### config.mk
export PLATFORM = sky130hd
export DESIGN_NAME = phase_min_node
export DESIGN_NICKNAME = d
export VERILOG_FILES = /design/src/design/pmn_pkg.sv /design/src/design/pmn_regs.sv /design/src/design/pmn_core.sv /design/src/design/pmn_emit.sv /design/src/design/phase_min_node.sv
export VERILOG_INCLUDE_DIRS = /design/src /design/src/design
export SDC_FILE = /design/constraint.sdc
export NUM_CORES = 1
export LEC_CHECK = 0
export BUFFER_PORTS_ARGS = -buffer_cell sky130_fd_sc_hd__buf_4
export CAP_MARGIN = 20
export CORE_UTILIZATION = 50
export DETAILED_ROUTE_END_ITERATION = 6
export MAX_ROUTING_LAYER = met4
export PLACE_DENSITY = 0.75
export SYNTH_ARGS = -nofsm -noshare
export SYNTH_HDL_FRONTEND = slang
export SYNTH_SLANG_ARGS = --single-unit
### constraint.sdc
create_clock -name i_clk -period 4.8 [get_ports i_clk]
set_clock_uncertainty 0.05 [all_clocks]
set_input_delay 0.48 -clock i_clk [delete_from_list [all_inputs] [get_ports i_clk]]
set_output_delay 0.48 -clock i_clk [all_outputs]
set_load 0.05 [all_outputs]
### src/design/phase_min_node_macros.svh
// Assertion macros for the phase minimum node.
`ifndef PHASE_MIN_NODE_MACROS_SVH
`define PHASE_MIN_NODE_MACROS_SVH

`ifndef SYNTHESIS
// Same-cycle implication, checked out of reset.
`define PMN_ASSERT_IMP(label, ante, cons) \
    label: assert property (@(posedge i_clk) disable iff (!i_rst_n) (ante) |-> (cons)) \
        else $error("pmn assertion failed");
// Next-cycle implication, checked out of reset.
`define PMN_ASSERT_NXT(label, ante, cons) \
    label: assert property (@(posedge i_clk) disable iff (!i_rst_n) (ante) |=> (cons)) \
        else $error("pmn assertion failed");
`else
`define PMN_ASSERT_IMP(label, ante, cons)
`define PMN_ASSERT_NXT(label, ante, cons)
`endif

`endif

### src/design/pmn_pkg.sv
// Types, constants and helper functions shared by the phase minimum node.
`timescale 1ns / 1ps
package pmn_pkg;

    localparam int MAX_IN_NEIGHBOURS  = 4;
    localparam int MAX_OUT_NEIGHBOURS = 4;
    localparam int PACKED_SLOTS       = 4;

    localparam int IN_CNT_W  = $clog2(MAX_IN_NEIGHBOURS + 1);
    localparam int OUT_CNT_W = $clog2(MAX_OUT_NEIGHBOURS + 1);
    localparam int OUT_IDX_W = (MAX_OUT_NEIGHBOURS > 1) ? $clog2(MAX_OUT_NEIGHBOURS) : 1;

    localparam int ID_W    = 8;
    localparam int VAL_W   = 32;
    localparam int ROUND_W = 8;
    localparam int ADDR_W  = 5;
    localparam int DATA_W  = 32;
    localparam int REG_IDX_W = 3;

    // Input action codes
    localparam logic ACT_START = 1'b0;
    localparam logic ACT_RECV  = 1'b1;

    // Result kind codes
    localparam logic KIND_SEND   = 1'b0;
    localparam logic KIND_DECIDE = 1'b1;

    // Register indexes
    localparam logic [REG_IDX_W-1:0] REG_IN_COUNT  = 3'd0;
    localparam logic [REG_IDX_W-1:0] REG_OUT_COUNT = 3'd1;
    localparam logic [REG_IDX_W-1:0] REG_IN_IDS    = 3'd2;
    localparam logic [REG_IDX_W-1:0] REG_OUT_IDS   = 3'd3;
    localparam logic [REG_IDX_W-1:0] REG_OWN_VALUE = 3'd4;
    localparam logic [REG_IDX_W-1:0] REG_ROUNDS    = 3'd5;

    typedef struct packed {
        logic                    action;
        logic [ID_W-1:0]         source;
        logic signed [VAL_W-1:0] value;
    } t_in_word;

    typedef struct packed {
        logic                    kind;
        logic [ID_W-1:0]         dest;
        logic signed [VAL_W-1:0] result_value;
        logic                    last;
    } t_out_word;

    typedef struct packed {
        logic [2:0]              in_count;
        logic [2:0]              out_count;
        logic [31:0]             in_ids;
        logic [31:0]             out_ids;
        logic signed [VAL_W-1:0] own_value;
        logic [ROUND_W-1:0]      rounds;
    } t_cfg;

    // One item's results handed from the update logic to the emitter
    typedef struct packed {
        logic                    load;
        logic                    dec;
        logic [OUT_CNT_W-1:0]    nsend;
        logic signed [VAL_W-1:0] val;
    } t_batch;

    typedef logic [MAX_IN_NEIGHBOURS-1:0][ROUND_W-1:0] t_cnt_arr;

    // Pick one 8-bit id out of a packed register; slots past the register read 0
    function automatic logic [ID_W-1:0] slot_id(input logic [31:0] ids, input int slot);
        logic [ID_W-1:0] id;
        id = '0;
        if (slot < PACKED_SLOTS) begin
            id = ids[ID_W*slot +: ID_W];
        end
        return id;
    endfunction

    function automatic logic [IN_CNT_W-1:0] eff_in(input logic [2:0] cnt);
        logic [IN_CNT_W-1:0] n;
        if (cnt == 3'd0) begin
            n = IN_CNT_W'(1);
        end else if (int'(cnt) > MAX_IN_NEIGHBOURS) begin
            n = IN_CNT_W'(MAX_IN_NEIGHBOURS);
        end else begin
            n = IN_CNT_W'(cnt);
        end
        return n;
    endfunction

    function automatic logic [OUT_CNT_W-1:0] eff_out(input logic [2:0] cnt);
        logic [OUT_CNT_W-1:0] n;
        if (int'(cnt) > MAX_OUT_NEIGHBOURS) begin
            n = OUT_CNT_W'(MAX_OUT_NEIGHBOURS);
        end else begin
            n = OUT_CNT_W'(cnt);
        end
        return n;
    endfunction

    function automatic logic [ROUND_W-1:0] eff_rounds(input logic [ROUND_W-1:0] r);
        return (r == '0) ? ROUND_W'(1) : r;
    endfunction

    // True when every used in-neighbour counter is at least lim
    function automatic logic all_ge(input t_cnt_arr cnts, input logic [IN_CNT_W-1:0] ni,
                                    input logic [ROUND_W-1:0] lim);
        logic ok;
        ok = 1'b1;
        for (int i = 0; i < MAX_IN_NEIGHBOURS; i++) begin
            if (i < int'(ni) && cnts[i] < lim) begin
                ok = 1'b0;
            end
        end
        return ok;
    endfunction

endpackage

### src/design/pmn_regs.sv
// Configuration register file with an APB-style access port.
`timescale 1ns / 1ps
module pmn_regs (
    input  logic                        i_clk,
    input  logic                        i_rst_n,
    input  logic                        psel,
    input  logic                        penable,
    input  logic                        pwrite,
    input  logic [pmn_pkg::ADDR_W-1:0]  paddr,
    input  logic [pmn_pkg::DATA_W-1:0]  pwdata,
    output logic [pmn_pkg::DATA_W-1:0]  prdata,
    output logic                        pready,
    output pmn_pkg::t_cfg               o_cfg
);
    import pmn_pkg::*;

    t_cfg                 r_cfg;
    logic                 wr_en;
    logic [REG_IDX_W-1:0] reg_idx;

    assign pready  = 1'b1;
    assign wr_en   = psel && penable && pwrite;
    assign reg_idx = paddr[ADDR_W-1:2];
    assign o_cfg   = r_cfg;

    // Write the addressed register
    always_ff @(posedge i_clk) begin
        if (!i_rst_n) begin
            r_cfg.in_count  <= 3'd1;
            r_cfg.out_count <= 3'd1;
            r_cfg.in_ids    <= '0;
            r_cfg.out_ids   <= '0;
            r_cfg.own_value <= '0;
            r_cfg.rounds    <= ROUND_W'(5);
        end else if (wr_en) begin
            unique case (reg_idx)
                REG_IN_COUNT:  r_cfg.in_count  <= pwdata[2:0];
                REG_OUT_COUNT: r_cfg.out_count <= pwdata[2:0];
                REG_IN_IDS:    r_cfg.in_ids    <= pwdata;
                REG_OUT_IDS:   r_cfg.out_ids   <= pwdata;
                REG_OWN_VALUE: r_cfg.own_value <= pwdata;
                REG_ROUNDS:    r_cfg.rounds    <= pwdata[ROUND_W-1:0];
                default: ;
            endcase
        end
    end

    // Read back the addressed register
    always_comb begin
        unique case (reg_idx)
            REG_IN_COUNT:  prdata = DATA_W'(r_cfg.in_count);
            REG_OUT_COUNT: prdata = DATA_W'(r_cfg.out_count);
            REG_IN_IDS:    prdata = r_cfg.in_ids;
            REG_OUT_IDS:   prdata = r_cfg.out_ids;
            REG_OWN_VALUE: prdata = r_cfg.own_value;
            REG_ROUNDS:    prdata = DATA_W'(r_cfg.rounds);
            default:       prdata = '0;
        endcase
    end

endmodule

### src/design/pmn_core.sv
// Input register, node state and the one-pass update for each word.
`timescale 1ns / 1ps
module pmn_core (
    input  logic              i_clk,
    input  logic              i_rst_n,
    input  logic              i_in_valid,
    output logic              o_in_stall,
    input  pmn_pkg::t_in_word i_in_word,
    input  pmn_pkg::t_cfg     i_cfg,
    input  logic              i_emit_free,
    output pmn_pkg::t_batch   o_batch
);
    import pmn_pkg::*;

    logic                    r_in_valid;
    t_in_word                r_in;

    t_cnt_arr                r_cnt, n_cnt;
    logic [ROUND_W-1:0]      r_round, n_round;
    logic signed [VAL_W-1:0] r_min, n_min;
    logic                    r_dec, n_dec;

    logic                    fire;
    logic                    skip;
    logic                    emit_dec;
    logic                    send;
    logic [ROUND_W-1:0]      base_round;
    logic [ROUND_W-1:0]      rnd;
    logic [IN_CNT_W-1:0]     ni;
    logic [OUT_CNT_W-1:0]    no_out;

    assign rnd    = eff_rounds(i_cfg.rounds);
    assign ni     = eff_in(i_cfg.in_count);
    assign no_out = eff_out(i_cfg.out_count);

    assign fire       = r_in_valid && i_emit_free;
    assign o_in_stall = r_in_valid && !i_emit_free;

    // Capture the next word whenever the held one moves on
    always_ff @(posedge i_clk) begin
        if (!i_rst_n) begin
            r_in_valid <= 1'b0;
        end else if (!o_in_stall) begin
            r_in_valid <= i_in_valid;
        end
    end

    always_ff @(posedge i_clk) begin
        if (!o_in_stall && i_in_valid) begin
            r_in <= i_in_word;
        end
    end

    // Work out the new state and the results of the held word
    always_comb begin
        n_cnt      = r_cnt;
        n_round    = r_round;
        n_min      = r_min;
        n_dec      = r_dec;
        skip       = 1'b0;
        emit_dec   = 1'b0;
        if (r_in.action == ACT_START) begin
            n_cnt   = '0;
            n_round = '0;
            n_dec   = 1'b0;
            n_min   = i_cfg.own_value;
        end else if (all_ge(r_cnt, ni, rnd) && r_round >= rnd) begin
            // node already finished: drop the word
            skip = 1'b1;
        end else begin
            if (r_in.value < r_min) begin
                n_min = r_in.value;
            end
            for (int i = 0; i < MAX_IN_NEIGHBOURS; i++) begin
                if (i < int'(ni) && slot_id(i_cfg.in_ids, i) == r_in.source
                    && r_cnt[i] < rnd) begin
                    n_cnt[i] = r_cnt[i] + ROUND_W'(1);
                end
            end
            if (!r_dec && all_ge(n_cnt, ni, rnd)) begin
                emit_dec = 1'b1;
                n_dec    = 1'b1;
            end
        end
        base_round = n_round;
        send = !skip && base_round < rnd && all_ge(n_cnt, ni, base_round);
        if (send) begin
            n_round = base_round + ROUND_W'(1);
        end
    end

    // Advance the node state on each word taken
    always_ff @(posedge i_clk) begin
        if (!i_rst_n) begin
            r_cnt   <= '0;
            r_round <= '0;
            r_min   <= '0;
            r_dec   <= 1'b0;
        end else if (fire) begin
            r_cnt   <= n_cnt;
            r_round <= n_round;
            r_min   <= n_min;
            r_dec   <= n_dec;
        end
    end

    // Hand the results to the emitter
    always_comb begin
        o_batch.dec   = emit_dec;
        o_batch.nsend = send ? no_out : '0;
        o_batch.val   = n_min;
        o_batch.load  = fire && (emit_dec || (send && no_out != '0));
    end

endmodule

### src/design/pmn_emit.sv
// Result register that plays out one word's decision and sends in order.
`timescale 1ns / 1ps
module pmn_emit (
    input  logic               i_clk,
    input  logic               i_rst_n,
    input  pmn_pkg::t_batch    i_batch,
    input  pmn_pkg::t_cfg      i_cfg,
    output logic               o_free,
    output logic               o_out_valid,
    input  logic               i_out_stall,
    output pmn_pkg::t_out_word o_out_word
);
    import pmn_pkg::*;

    logic                    r_dec;
    logic [OUT_CNT_W-1:0]    r_left;
    logic [OUT_IDX_W-1:0]    r_idx;
    logic signed [VAL_W-1:0] r_val;

    logic                    take;
    logic                    last;

    assign o_out_valid = r_dec || (r_left != '0);
    assign take        = o_out_valid && !i_out_stall;
    assign last        = r_dec ? (r_left == '0) : (r_left == OUT_CNT_W'(1));
    assign o_free      = !o_out_valid || (take && last);

    // Decision first, then sends in slot order
    always_comb begin
        o_out_word.kind         = r_dec ? KIND_DECIDE : KIND_SEND;
        o_out_word.dest         = r_dec ? '0 : slot_id(i_cfg.out_ids, int'(r_idx));
        o_out_word.result_value = r_val;
        o_out_word.last         = last;
    end

    // Load a new batch or step through the current one
    always_ff @(posedge i_clk) begin
        if (!i_rst_n) begin
            r_dec  <= 1'b0;
            r_left <= '0;
            r_idx  <= '0;
        end else if (i_batch.load) begin
            r_dec  <= i_batch.dec;
            r_left <= i_batch.nsend;
            r_idx  <= '0;
        end else if (take) begin
            if (r_dec) begin
                r_dec <= 1'b0;
            end else begin
                r_left <= r_left - OUT_CNT_W'(1);
                r_idx  <= r_idx + OUT_IDX_W'(1);
            end
        end
    end

    always_ff @(posedge i_clk) begin
        if (i_batch.load) begin
            r_val <= i_batch.val;
        end
    end

endmodule

### src/design/phase_min_node.sv
// Top level of one phase-algorithm minimum node.
//
//  channel  direction  valid        stall        word
//  in       input      i_in_valid   o_in_stall   i_in_word  (action, source, value)
//  out      output     o_out_valid  i_out_stall  o_out_word (kind, dest, result_value, last)
//  cfg      input      APB psel/penable/pwrite, paddr, pwdata, prdata, pready
//
// A word is registered, then updated against the node state and its
// results are loaded into the result register. A word that gives at most one result
// moves on every cycle while the output does not stall; one that gives n results (up to
// five: a decision and four sends) holds the result register while the single result port
// plays them out one by one. Reset is synchronous; there is no clearing pass.
// A stall on the output holds the result register and, once the held word waits, the input.
`timescale 1ns / 1ps
module phase_min_node (
    input  logic                        i_clk,
    input  logic                        i_rst_n,
    input  logic                        i_in_valid,
    output logic                        o_in_stall,
    input  pmn_pkg::t_in_word           i_in_word,
    output logic                        o_out_valid,
    input  logic                        i_out_stall,
    output pmn_pkg::t_out_word          o_out_word,
    input  logic                        psel,
    input  logic                        penable,
    input  logic                        pwrite,
    input  logic [pmn_pkg::ADDR_W-1:0]  paddr,
    input  logic [pmn_pkg::DATA_W-1:0]  pwdata,
    output logic [pmn_pkg::DATA_W-1:0]  prdata,
    output logic                        pready
);
    import pmn_pkg::*;

`include "phase_min_node_macros.svh"

    t_cfg   cfg;
    t_batch batch;
    logic   emit_free;

    pmn_regs u_regs (
        .i_clk   (i_clk),
        .i_rst_n (i_rst_n),
        .psel    (psel),
        .penable (penable),
        .pwrite  (pwrite),
        .paddr   (paddr),
        .pwdata  (pwdata),
        .prdata  (prdata),
        .pready  (pready),
        .o_cfg   (cfg)
    );

    pmn_core u_core (
        .i_clk       (i_clk),
        .i_rst_n     (i_rst_n),
        .i_in_valid  (i_in_valid),
        .o_in_stall  (o_in_stall),
        .i_in_word   (i_in_word),
        .i_cfg       (cfg),
        .i_emit_free (emit_free),
        .o_batch     (batch)
    );

    pmn_emit u_emit (
        .i_clk       (i_clk),
        .i_rst_n     (i_rst_n),
        .i_batch     (batch),
        .i_cfg       (cfg),
        .o_free      (emit_free),
        .o_out_valid (o_out_valid),
        .i_out_stall (i_out_stall),
        .o_out_word  (o_out_word)
    );

    // A decision always carries a zero destination
    `PMN_ASSERT_IMP(a_decide_dest_zero, o_out_valid && o_out_word.kind == KIND_DECIDE, o_out_word.dest == '0)
    // A batch taken before its last word keeps the output busy
    `PMN_ASSERT_NXT(a_batch_continues, o_out_valid && !i_out_stall && !o_out_word.last, o_out_valid)
    // A new batch is only loaded into a free result register
    `PMN_ASSERT_IMP(a_load_when_free, batch.load, emit_free)

endmodule
==> metrics.yaml <==
sta:
  worst_pin_slew_ns: 1.056
  final-setup-viol-count: 0
  finalWorstSetupSlack_ns: 0.04387
  final_max_slew_viol_count: 0
  maxSlewHeadroom_pct: 29.55
  max_freq_mhz: 210.3
  fin_crit_sh_pct: 99.09
  min_period_ns: 4.756
  finalHoldViolCount: 0
  setup_tns_ns: 0
  rsz0062_at_grt: "yes"
die:
  fp-row-count: 64
  dieArea_um2: 32220
  io-pin-count: 162
  die_w_um: 179.5
  start_util_pct: 51.10
  core_um2: 30830
  die_h_um: 179.5
clock_network:
  cts_sinks: 263
  cts_tree: "built"
  cts_htree_levels: 1
  cts_root_buf: "clkbuf_16"
  clock_latency_ns: 0.58
  numCtsBuffers: 29
  cts_buffer_depth: 3
  path_clk_slew_ns: 0.06
  cts_hold_buf: 0
worst_setup_path:
  cp_top_family: "simple AND/OR/NAND/NOR gates"
  r2r_cells: 18
  crit_path_end_kind: "flop"
  cp-start-kind: "flop"
  worst-endpoint-arrival_ns: 4.99
  critical_path_buf_inv_count: 4
  crit_cells: 18
  r2r_setup_slack_ns: 0.04
  setup.worst_path.class: "flop to flop"
  slowest_stage: "edfxtp_1"
  critPathMaxFanout: 9
  max_stage_delay_ns: 0.55
  required_ns: 5.03
  crit_top_cell: "buf_4"
  crit_chain: "xor2_1 > nor4_2 > buf_4 > and4_4 > nand4_1 > nor3_1 > xor2_1 > buf_4 > ha_1 > a2111oi_1 > buf_4 > o21ai_1 > o221ai_2 > nor4_2 > o211ai_1 > a211o_1 > a21bo_4 > buf_8"
final_layout:
  instances_no_fill: 2453
  fin_area_um2: 19780
  final_util_pct: 64.15
  area_delta_synth_final_pct: 25.55
  drive_gt1_share_pct: 24.22
  fin_nets: 2256
logic_synthesis:
  yosysSeqAreaShare_pct: 38.06
  synth_adder_area_share_pct: 10.96
  synth_edf_count: 73
  synth-xor-area-share_pct: 3.503
  synth-compound-area-share_pct: 18.21
  syn_nets: 2036
  synth_common_cells: "nand2_1, a21oi_1, dfxtp_1"
  syn_avg_cell_area_um2: 8.689
  syn_inst: 1813
  yosysWarnings: 0
  ys_ff_latch: 263
  synthSimpleGateAreaFrac_pct: 17.58
  syn_area_um2: 15750
  synth.most_common_cell: "nand2_1"
  muxShareOfSynthArea_pct: 6.886
  synth_ff_type: "dfxtp_1"
  yosysTopAreaCell: "dfxtp_1"
  synth_top_area_share_pct: 24.15
  ys_top_cells_by_area: "dfxtp_1, edfxtp_1, ha_1, nand2_1, a21oi_1"
  synth_top_family_by_area: "compound AO/OA/AOI/OAI gates"
  ys_async_sr_fraction_pct: 0
  yosys.cell_types.count: 73
grt:
  grt_overflow_total: 0
  antenna_found_initial: 0
  grt_use_total_pct: 31.98
  grt_pass1_wl_mm: 79.33
  grt_max_degree: 108
  grt_pass1_vias: 14414
placed_design:
  dp_hpwl_mm: 36.42
  place_ws_ns: -0.2837
  placedInstanceArea_um2: 18010
  dpl.cell_count: 2378
  gp_congestion: 0.9883
  port_buffers: 158
power:
  p_int_uw: 4510
  swShare_pct: 33.78
  peakVddDrop_v: 0.0003239
  seqPwrFrac_pct: 39.7
  pwr-share-comb_pct: 26.5
  clockPowerShare_pct: 33.8
  p_leak_uw: 0.008142
  power.density_nw_per_um2: 344.3
  p_sw_uw: 2300
detailed_routing:
  ant_nets: 0
  drc_errors: 0
  postRouteWirelength_mm: 51.58
  wl_per_cell_um: 21.03
  vias: 14888
  dr.pass1.iters: 7
  dr.first_iter.drc_count: 1407
  viasPerCell: 6.069
outcome:
  outcome: "completed"
min_path:
  hold_depth: 1
  hp-class: "primary input to flop"
job:
  max_cap_viol_count: 0
worst paths after layout:
check	end	from
setup reg to reg	u_emit.r_val[20]$_DFFE_PP_	u_core.r_in[34]$_DFFE_PP_
setup / recovery	u_emit.r_val[20]$_DFFE_PP_	u_core.r_in[34]$_DFFE_PP_
hold reg to reg	u_regs.o_cfg[23]$_SDFFE_PN0P_	u_regs.o_cfg[23]$_SDFFE_PN0P_
hold / removal	u_core.r_in[32]$_DFFE_PP_	i_in_word[32]
cell usage in the layout, fill, tap and decap left out, types with 10 or more instances in the layout:
cell type and count:
nand2_1 317, buf_4 290, a21oi_1 197, dfxtp_1 187, ha_1 126, nor2_1 112, mux2i_1 87, edfxtp_1 73
inv_1 67, o21ai_0 54, a211oi_1 38, xnor2_1 37, nand4_1 30, clkbuf_16 30, o221a_2 29, nand3_1 28
and2_1 23, nor3_1 20, xor2_1 19, a21o_1 19, and3_1 14, nor2b_1 13, nand2b_1 11, nor3_2 10
ha_4 10
power groups by stage:
stage / clock network, uW / registers [uW] / logic (uW)
final: 2300 / 2710 / 1800
after global routing: 2400 / 2730 / 1940
after CTS: 2310 / 2700 / 1800
after detailed placement: 0 / 2750 / 1740
after global placement: 0 / 2740 / 1700
after floorplan: 0 / 2890 / 1060
sequential cells by signal, summed over array words and instances (netlist names):
signal             cells
u_emit.r_val          32
u_core.r_cnt          32
u_core.r_round         8
u_core.r_in           41
u_core.r_in_valid      1
u_core.r_dec           1
u_emit.r_dec           1
u_regs.o_cfg         110
u_core.r_min          32
u_emit.r_left          3
u_emit.r_idx           2
layout make-up:
class	instances	area, um2
Clock inverter	16	156.4
Inverter	74	284.0
Sequential cell	263	6000
Timing Repair Buffer	303	2387
Tap cell	396	495.5
Fill cell	2527	11050
Clock buffer	38	820.8
Multi-Input combinational cell	1362	9632
Antenna cell	1	2.502
metal layers:
| layer | vias up | wire, um | track usage, % | part of all wire (%) |
|---|---|---|---|---|
| li1 | 6931 | - | - | - |
| met1 | 7096 | 20810 | 39.45 | 40 |
| met2 | 689 | 24130 | 52.31 | 47 |
| met3 | 172 | 3875 | 4.315 | 7.5 |
| met4 | 0 | 2760 | 14.24 | 5.4 |
| met5 | - | 0 | - | 0 |
metrics by stage:
stage	power [uW]	hold WS, ns
final	6810	0.03234
after global routing	7077	0.01211
after CTS	6814	0.01397
after detailed placement	4492	0.4147
after global placement	4446	0.4034
after floorplan	3948	0.3929
cell families after synthesis:
family / count (synthesis)
fa+ha+maj: 138
other cells: 1
compound gates: 440
flops: 263
xor+xnor: 63
simple gates: 622
buf+inv: 188
mux: 98
what timing repair did:
| action | 4_1_cts | 5_1_grt |
|---|---|---|
| pin swaps | 21 | 49 |
| setup buffers | 10 | 11 |
| gates resized for setup | 51 | 72 |
| cloned | 1 | 0 |
| endpoints found under the hold margin | 0 | 0 |
| setup endpoints to repair | 45 | 45 |
Power figures use the tool's default switching activity.
